===== src/assert_macros.svh =====
//==============================================================================
// Assertion macros
// Shared concurrent assertion forms, clocked on clk and disabled in reset.
//==============================================================================
`ifndef ASSERT_MACROS_SVH
`define ASSERT_MACROS_SVH

// Same-cycle implication.
`define ASSERT_IMP(lbl, ante, cons) \
  lbl: assert property (@(posedge clk) disable iff (!rst_n) (ante) |-> (cons)) \
    else $error("assertion failed");

// Next-cycle implication.
`define ASSERT_NXT(lbl, ante, cons) \
  lbl: assert property (@(posedge clk) disable iff (!rst_n) (ante) |=> (cons)) \
    else $error("assertion failed");

`endif


===== src/psfp_pkg.sv =====
//==============================================================================
// Particle sensor frame parser package
// Frame geometry, header codes and the structs passed between the units.
//==============================================================================
package psfp_pkg;

  localparam int FRAME_BYTES = 32;
  localparam int DATA_WORDS  = 12;

  localparam logic [7:0] HDR0 = 8'h42;
  localparam logic [7:0] HDR1 = 8'h4D;

  localparam int WORD_START = 4;
  localparam int SUM_POS    = FRAME_BYTES - 2;
  localparam int LAST_POS   = FRAME_BYTES - 1;
  localparam int POS_W      = $clog2(FRAME_BYTES);
  localparam int WORDS_ROOM = (SUM_POS > WORD_START) ? (SUM_POS - WORD_START) / 2 : 0;
  localparam int WORDS_IN_FRAME = (WORDS_ROOM < DATA_WORDS) ? WORDS_ROOM : DATA_WORDS;
  localparam int WIDX_W     = (DATA_WORDS > 1) ? $clog2(DATA_WORDS) : 1;

  localparam logic STATUS_GOOD = 1'b0;
  localparam logic STATUS_BAD  = 1'b1;

  typedef struct packed {
    logic              en;
    logic              lo;
    logic [WIDX_W-1:0] idx;
    logic [7:0]        data;
  } store_wr_t;

  typedef struct packed {
    logic valid;
    logic good;
  } frame_done_t;

endpackage


===== src/psfp_if.sv =====
//==============================================================================
// Particle sensor frame parser channels
// Valid/ready channels for received bytes and parsed result beats.
//==============================================================================
interface psfp_byte_if;
  logic       valid;
  logic       ready;
  logic [7:0] rx_byte;

  modport source (output valid, output rx_byte, input ready);
  modport sink   (input valid, input rx_byte, output ready);
endinterface

interface psfp_result_if;
  logic        valid;
  logic        ready;
  logic        status;
  logic [3:0]  word_index;
  logic [15:0] word_value;
  logic        last;

  modport source (output valid, output status, output word_index, output word_value,
                  output last, input ready);
  modport sink   (input valid, input status, input word_index, input word_value,
                  input last, output ready);
endinterface


===== src/particle_sensor_frame_parser_unit.sv =====
// A frame's final byte sets the word emitter busy; the first result beat then goes to the
// output register. Throughput: one byte per cycle while the emitter is idle; it holds off
// input until its last result (of twelve for a good frame, one for a bad one) is loaded.
// Reset: synchronous, active low; clears header hunt, sums and handshake state.
// The word store is not cleared and is always written before it is read.
//==============================================================================
// Particle sensor frame parser
// Parses 32-byte sensor frames into twelve checked 16-bit measurement words.
//==============================================================================
module particle_sensor_frame_parser_unit
  import psfp_pkg::*;
(
  input  logic          clk,
  input  logic          rst_n,
  psfp_byte_if.sink     in_beat,
  psfp_result_if.source out_beat
);

  store_wr_t   wr;
  frame_done_t done;
  logic        busy;

  psfp_assembler u_asm (
    .clk     (clk),
    .rst_n   (rst_n),
    .busy    (busy),
    .in_beat (in_beat),
    .wr      (wr),
    .done    (done)
  );

  psfp_emitter u_emit (
    .clk      (clk),
    .rst_n    (rst_n),
    .wr       (wr),
    .done     (done),
    .busy     (busy),
    .out_beat (out_beat)
  );

endmodule


===== src/psfp_assembler.sv =====
//==============================================================================
// Frame assembler
// Hunts for the header, tracks the byte position and running sum, writes the
// data words to the word store and flags the end of each frame.
//==============================================================================
module psfp_assembler
  import psfp_pkg::*;
(
  input  logic               clk,
  input  logic               rst_n,
  input  logic               busy,
  psfp_byte_if.sink          in_beat,
  output store_wr_t          wr,
  output frame_done_t        done
);

  `include "assert_macros.svh"

  logic [POS_W-1:0] pos_r, pos_nxt;
  logic [15:0]      sum_r, sum_nxt;
  logic [7:0]       sum_hi_r, sum_hi_nxt;
  logic             acc;
  logic [7:0]       b;
  logic [POS_W-1:0] off;
  logic [POS_W-2:0] widx;

  assign in_beat.ready = !busy;
  assign acc  = in_beat.valid && in_beat.ready;
  assign b    = in_beat.rx_byte;
  assign off  = pos_r - POS_W'(WORD_START);
  assign widx = off[POS_W-1:1];

  always_comb begin
    pos_nxt    = pos_r;
    sum_nxt    = sum_r;
    sum_hi_nxt = sum_hi_r;
    wr.en      = 1'b0;
    wr.lo      = off[0];
    wr.idx     = WIDX_W'(widx);
    wr.data    = b;
    done.valid = 1'b0;
    done.good  = ({sum_hi_r, b} == sum_r);
    if (acc) begin
      if (pos_r == '0) begin
        if (b == HDR0) begin
          sum_nxt = 16'(HDR0);
          pos_nxt = POS_W'(1);
        end
      end else if (pos_r == POS_W'(1)) begin
        if (b == HDR1) begin
          sum_nxt = sum_r + 16'(b);
          pos_nxt = POS_W'(2);
        end else if (b == HDR0) begin
          sum_nxt = 16'(HDR0);
          pos_nxt = POS_W'(1);
        end else begin
          sum_nxt = '0;
          pos_nxt = '0;
        end
      end else if (pos_r < POS_W'(SUM_POS)) begin
        sum_nxt = sum_r + 16'(b);
        pos_nxt = pos_r + POS_W'(1);
        if (pos_r >= POS_W'(WORD_START) && widx < (POS_W-1)'(WORDS_IN_FRAME)) begin
          wr.en = 1'b1;
        end
      end else if (pos_r == POS_W'(SUM_POS)) begin
        sum_hi_nxt = b;
        pos_nxt    = pos_r + POS_W'(1);
      end else begin
        done.valid = 1'b1;
        pos_nxt    = '0;
        sum_nxt    = '0;
      end
    end
  end

  always_ff @(posedge clk) begin
    if (!rst_n) begin
      pos_r    <= '0;
      sum_r    <= '0;
      sum_hi_r <= '0;
    end else begin
      pos_r    <= pos_nxt;
      sum_r    <= sum_nxt;
      sum_hi_r <= sum_hi_nxt;
    end
  end

  `ASSERT_NXT(a_done_rearms, done.valid, pos_r == '0 && sum_r == '0)
  `ASSERT_IMP(a_wr_in_body, wr.en, pos_r >= POS_W'(WORD_START) && pos_r < POS_W'(SUM_POS))

endmodule


===== src/psfp_emitter.sv =====
//==============================================================================
// Result emitter
// Holds the word store and steps through it after a good frame, or sends a
// single error beat after a bad one, through the output register.
//==============================================================================
module psfp_emitter
  import psfp_pkg::*;
(
  input  logic          clk,
  input  logic          rst_n,
  input  store_wr_t     wr,
  input  frame_done_t   done,
  output logic          busy,
  psfp_result_if.source out_beat
);

  `include "assert_macros.svh"

  logic [15:0]       mem [DATA_WORDS];
  logic              busy_r, busy_nxt;
  logic              err_r, err_nxt;
  logic [WIDX_W-1:0] idx_r, idx_nxt;
  logic              ov_r, ov_nxt;
  logic              st_r;
  logic [3:0]        wi_r;
  logic [15:0]       wv_r;
  logic              last_r;
  logic              load;
  logic              fin;

  assign busy = busy_r;
  assign load = busy_r && (!ov_r || out_beat.ready);
  assign fin  = err_r || (idx_r == WIDX_W'(WORDS_IN_FRAME - 1));

  always_ff @(posedge clk) begin
    if (wr.en) begin
      if (wr.lo) begin
        mem[wr.idx][7:0] <= wr.data;
      end else begin
        mem[wr.idx] <= {wr.data, 8'h00};
      end
    end
  end

  always_comb begin
    busy_nxt = busy_r;
    err_nxt  = err_r;
    idx_nxt  = idx_r;
    ov_nxt   = ov_r && !out_beat.ready;
    if (done.valid) begin
      busy_nxt = !done.good || (WORDS_IN_FRAME != 0);
      err_nxt  = !done.good;
      idx_nxt  = '0;
    end else if (load) begin
      ov_nxt   = 1'b1;
      busy_nxt = !fin;
      idx_nxt  = idx_r + WIDX_W'(1);
    end
  end

  always_ff @(posedge clk) begin
    if (!rst_n) begin
      busy_r <= 1'b0;
      err_r  <= 1'b0;
      idx_r  <= '0;
      ov_r   <= 1'b0;
    end else begin
      busy_r <= busy_nxt;
      err_r  <= err_nxt;
      idx_r  <= idx_nxt;
      ov_r   <= ov_nxt;
    end
  end

  always_ff @(posedge clk) begin
    if (load) begin
      st_r   <= err_r ? STATUS_BAD : STATUS_GOOD;
      wi_r   <= err_r ? 4'd0 : 4'(idx_r);
      wv_r   <= err_r ? 16'd0 : mem[idx_r];
      last_r <= fin;
    end
  end

  assign out_beat.valid      = ov_r;
  assign out_beat.status     = st_r;
  assign out_beat.word_index = wi_r;
  assign out_beat.word_value = wv_r;
  assign out_beat.last       = last_r;

  `ASSERT_IMP(a_done_when_free, done.valid, !busy_r)
  `ASSERT_IMP(a_idx_in_frame, busy_r && !err_r, idx_r < WIDX_W'(WORDS_IN_FRAME))
  `ASSERT_NXT(a_err_single, load && err_r, !busy_r)

endmodule


===== src/flat_wrapper.sv =====
// flat-port wrapper written by rule: the top's interface ports become plain ports
module particle_sensor_frame_parser_unit_flat import psfp_pkg::*;
  (clk, rst_n, in_beat_valid, in_beat_rx_byte, in_beat_ready, out_beat_valid, out_beat_status, out_beat_word_index, out_beat_word_value, out_beat_last, out_beat_ready);
  psfp_byte_if in_beat_i ();
  psfp_result_if out_beat_i ();
  input  logic clk;
  input  logic rst_n;
  input wire logic [$bits(in_beat_i.valid)-1:0] in_beat_valid;
  input wire logic [$bits(in_beat_i.rx_byte)-1:0] in_beat_rx_byte;
  output wire logic [$bits(in_beat_i.ready)-1:0] in_beat_ready;
  output wire logic [$bits(out_beat_i.valid)-1:0] out_beat_valid;
  output wire logic [$bits(out_beat_i.status)-1:0] out_beat_status;
  output wire logic [$bits(out_beat_i.word_index)-1:0] out_beat_word_index;
  output wire logic [$bits(out_beat_i.word_value)-1:0] out_beat_word_value;
  output wire logic [$bits(out_beat_i.last)-1:0] out_beat_last;
  input wire logic [$bits(out_beat_i.ready)-1:0] out_beat_ready;
  assign in_beat_i.valid = in_beat_valid;
  assign in_beat_i.rx_byte = in_beat_rx_byte;
  assign in_beat_ready = in_beat_i.ready;
  assign out_beat_valid = out_beat_i.valid;
  assign out_beat_status = out_beat_i.status;
  assign out_beat_word_index = out_beat_i.word_index;
  assign out_beat_word_value = out_beat_i.word_value;
  assign out_beat_last = out_beat_i.last;
  assign out_beat_i.ready = out_beat_ready;
  particle_sensor_frame_parser_unit u_core (.clk(clk), .rst_n(rst_n), .in_beat(in_beat_i), .out_beat(out_beat_i));
endmodule

===== config.mk =====
export PLATFORM = sky130hd
export DESIGN_NAME = particle_sensor_frame_parser_unit_flat
export DESIGN_NICKNAME = d
export VERILOG_FILES = /design/src/psfp_pkg.sv /design/src/psfp_if.sv /design/src/particle_sensor_frame_parser_unit.sv /design/src/psfp_assembler.sv /design/src/psfp_emitter.sv /design/src/flat_wrapper.sv
export VERILOG_INCLUDE_DIRS = /design/src /design/src/src
export SDC_FILE = /design/constraint.sdc
export NUM_CORES = 1
export LEC_CHECK = 0
export ABC_AREA = 1
export BUFFER_PORTS_ARGS = -buffer_cell sky130_fd_sc_hd__clkbuf_2
export CAP_MARGIN = 15
export CELL_PAD_IN_SITES_DETAIL_PLACEMENT = 0
export CELL_PAD_IN_SITES_GLOBAL_PLACEMENT = 1
export CORE_ASPECT_RATIO = 2
export CORE_UTILIZATION = 44
export DETAILED_ROUTE_END_ITERATION = 16
export GPL_ROUTABILITY_DRIVEN = 0
export PLACE_DENSITY_LB_ADDON = 0.3
export SYNTH_ARGS = -nofsm -noshare
export SYNTH_HDL_FRONTEND = slang
export SYNTH_HIERARCHICAL = 1
export SYNTH_SLANG_ARGS = --single-unit

===== constraint.sdc =====
create_clock -name clk -period 2.8 [get_ports clk]
set_input_delay 0.42 -clock clk [delete_from_list [all_inputs] [get_ports clk]]
set_output_delay 0.42 -clock clk [all_outputs]
set_load 0.1 [all_outputs]

==> results.toml <==
[outcome]
outcome = "finished clean"

[layout]
drive_above_1_share_pct = 12.4
fin_util_pct = 50.6
area_growth_pct = 12.8
layout.nets = 1212
antenna_cells = 0
fillers = 2371

[power]
p_leak_uw = 0.00498
power.density_nw_per_um2 = 576
ir_drop_v = 0.000373

[clocking]
htreeDepth = 1
clk_pin_slew_ps = 70
cts_sinks = 250
cts_setup_buffers = 0
cts_max_path_buffers = 3
cts_resized = 0
cts_tree = "yes"
root_buffer = "clkbuf_16"
cts_buffers = 22
clk_latency_ps = 520
ctsHoldBuffers = 0

[synthesis]
ys_ff_latch = 250
syn_avg_cell_area_um2 = 9.95
ys_types = 41
syn_inst = 1128
ys_seq_area_share_pct = 63.7
syn-num-nets = 1158
syn_area_um2 = 11200
ys_warn_count = 6

[sta]
final-hold-violation-count = 0
worst_pin_slew_ps = 943
setup-tns-final_ps = 0
fin_crit_sh_pct = 92.6
setup_viol_count_final = 0
hold_slack_ps = 199
timing.slew.headroom_pct = 36.9
fin_skew_ps = 14.6
slew_viol_final = 0
fmax_mhz = 386
layout_min_cycle_time_ps = 2590

[global_route]
top_usage_layer = "met2"
overflow = 0
use_met3_pct = 1.75
grt_pass1_vias = 7737
grt_pass1_wl_mm = 42.9
grt_max_degree = 69
use_met1_pct = 21.6
grt_antenna_before_repair = 0
grt_use_total_pct = 22.4
globalRouteMet2Util_pct = 44.3

[die]
core_um2 = 25000
die_y_um = 228
start_util_pct = 44.8
row_count = 82
io_pins = 36
die_area_um2 = 26200
fp.dieW_um = 115

[worst_setup_path]
path_buf_inv = 2
r2r_slack_ps = 210
critPathMaxStageDelay_ps = 720
critPathMaxFanout = 12
critPathArrivalTime_ps = 2770
crit_family = "simple AND/OR/NAND/NOR gates"
worstPathRequired_ps = 2980
crit_path_end_kind = "flop"
setup.worst_path.class = "reg -> reg"
regToRegStartpoint = "u_core/u_asm/pos_r[3]"
startpoint_type = "flop"
cpMostUsedCell = "inv_1"
crit_path_cell_trace = "inv_1 -> ha_1 -> xor2_1 -> nand2_1 -> nand4_1 -> a41oi_2 -> inv_1 -> nor2_2 -> nor2_1"
r2r_end = "u_core/u_emit/mem[3][0]"
r2r_cells = 9
cp_slowest_cell = "nor2_1"

[drt]
wl_per_cell_um = 18.3
drc = 0
postRouteAntennaNets = 0
drt_iter0_markers = 408
firstDrtPassIters = 5
wl_mm = 28.0
via_count = 7725
via_per_inst = 5.04

[hold_path]
min_to = "u_core/u_asm/sum_hi_r[4]"
hold_path_class = "in -> reg"
holdPathStages = 3
min_from = "in_beat_rx_byte[4]"

[flow_run]
max_cap_violations = 0

[placed_design]
dpl.hpwl_mm = 19.9
io_buffers = 35
==> tightest hold or removal path, delay by kind of cell <==
| family | cells | cell delay, ps |
|---|---|---|
| compound gates | 1 | 60 |
| buf+inv | 2 | 200 |
==> how the worst max path moves through the flow <==
stage	startpoint	end	slack [ps]	depth (start not counted)
finish	u_core/u_asm/pos_r[3]	u_core/u_emit/mem[3][0]	210	9
global route	u_core/u_asm/pos_r[2]	u_core/u_emit/mem[10][12]	-20	10
CTS	u_core/u_asm/pos_r[2]	u_core/u_emit/mem[10][14]	40	10
detailed placement	u_core/u_asm/pos_r[2]	u_core/u_emit/mem[10][14]	50	10
global placement	u_core/u_asm/pos_r[2]	u_core/u_emit/mem[9][11]	80	10
floorplan	u_core/u_asm/pos_r[2]	u_core/u_emit/mem[10][10]	60	9
==> cells in the mapped netlist <==
master	number	area share, %
or2_2	5	0.28
clkinv_2	1	0.045
xor2_1	5	0.39
nor2_2	1	0.056
buf_4	17	1.1
clkinv_1	1	0.033
nand2_1	310	10
edfxtp_1	214	57
nor3_4	1	0.14
a41oi_1	1	0.078
dfxtp_1	36	6.4
nor4_1	3	0.17
o21bai_1	1	0.067
nand3_2	2	0.18
nand3b_1	2	0.13
and3_1	1	0.056
nand4_1	6	0.33
inv_4	2	0.11
xnor2_1	4	0.31
buf_2	20	0.89
inv_1	97	3.2
buf_6	7	0.70
inv_2	3	0.10
clkbuf_2	3	0.13
o21ai_0	41	1.8
nand2_2	3	0.17
ha_1	17	1.9
nand3_1	95	4.2
a31oi_1	1	0.056
o211ai_1	6	0.40
fa_1	1	0.18
clkbuf_1	3	0.10
a21oi_2	2	0.16
o2111ai_1	1	0.078
buf_1	3	0.10
nor2_1	131	4.4
nor2_4	1	0.10
o21ai_1	10	0.45
nor3_1	18	0.80
a21oi_1	41	1.8
o22ai_1	11	0.61
==> kinds of logic after synthesis <==
group | Yosys count | share of synthesized area (%)
XOR/XNOR | 9 | 0.702
AO/OA/AOI/OAI | 115 | 5.55
buffers and inverters | 157 | 6.60
AND/OR/NAND/NOR | 579 | 21.4
flip-flops | 250 | 63.7
adder cells (fa/ha/maj) | 18 | 2.07
==> flip-flops by register name (all words and copies together) (netlist names) <==
name / count
u_core/u_emit/out_beat.word_value: 16
u_core/u_emit/out_beat.status: 1
u_core/u_emit/busy: 1
u_core/u_emit/out_beat.last: 1
u_core/u_asm/sum_hi_r: 8
u_core/u_emit/mem: 192
u_core/u_emit/out_beat.valid: 1
u_core/u_asm/pos_r: 5
u_core/u_asm/sum_r: 16
u_core/u_emit/out_beat.word_index: 4
u_core/u_emit/err_r: 1
u_core/u_emit/idx_r: 4
==> stage by stage <==
stage / instances / area, um2 / worst slack (ps) / total power [uW]
2_1_floorplan: 1128 / 11200 / 64.1 / 4180
3_3_place_gp: 1494 / 11900 / 84.3 / 4250
3_5_place_dp: 1494 / 11900 / 49.8 / 4250
4_1_cts: 1533 / 12600 / 36.7 / 7350
5_1_grt: 1533 / 12700 / -24.9 / 7470
6_report: 1533 / 12700 / 207 / 7290
==> placed cells by master (no fill, tap or decap), types with 4 or more instances in the layout <==
cell type	count
o211ai_1	6
edfxtp_1	214
ha_1	17
or2_2	5
nand4_1	6
xor2_1	5
dfxtp_1	34
nor2_1	130
buf_4	45
nor3_1	17
clkbuf_16	23
nand2_1	308
a21oi_1	41
inv_2	4
o21ai_0	41
inv_1	96
xnor2_1	4
clkbuf_1	4
o21ai_1	10
nand2_2	5
o22ai_1	11
nand3_1	94
clkbuf_2	35
==> power by group <==
group          internal, uW  leakage (uW)  switching, uW  total, uW
Clock                  1820      0.000357           1300       3120
Sequential             4030       0.00221          0.224       4030
Combinational          31.8       0.00242            109        140
Total                  5880       0.00498           1410       7290
==> metal layers <==
layer / wire length (um) / part of all wire (%) / vias up
li1: - / - / 3877
met1: 9340 / 33 / 3598
met2: 16100 / 57 / 175
met3: 835 / 3.0 / 75
met4: 1760 / 6.3 / 0
met5: 0 / 0 / -
==> final cells by class <==
class,instances,area [um2],share of cell area [%]
multi-input combinational,721,3360,26.6
sequential,250,7150,56.5
inverter,104,397,3.13
tap,336,420,3.32
clock inverter,11,151,1.20
clock buffer,28,604,4.77
timing repair buffer,83,573,4.53
Power figures use the tool's default switching activity.
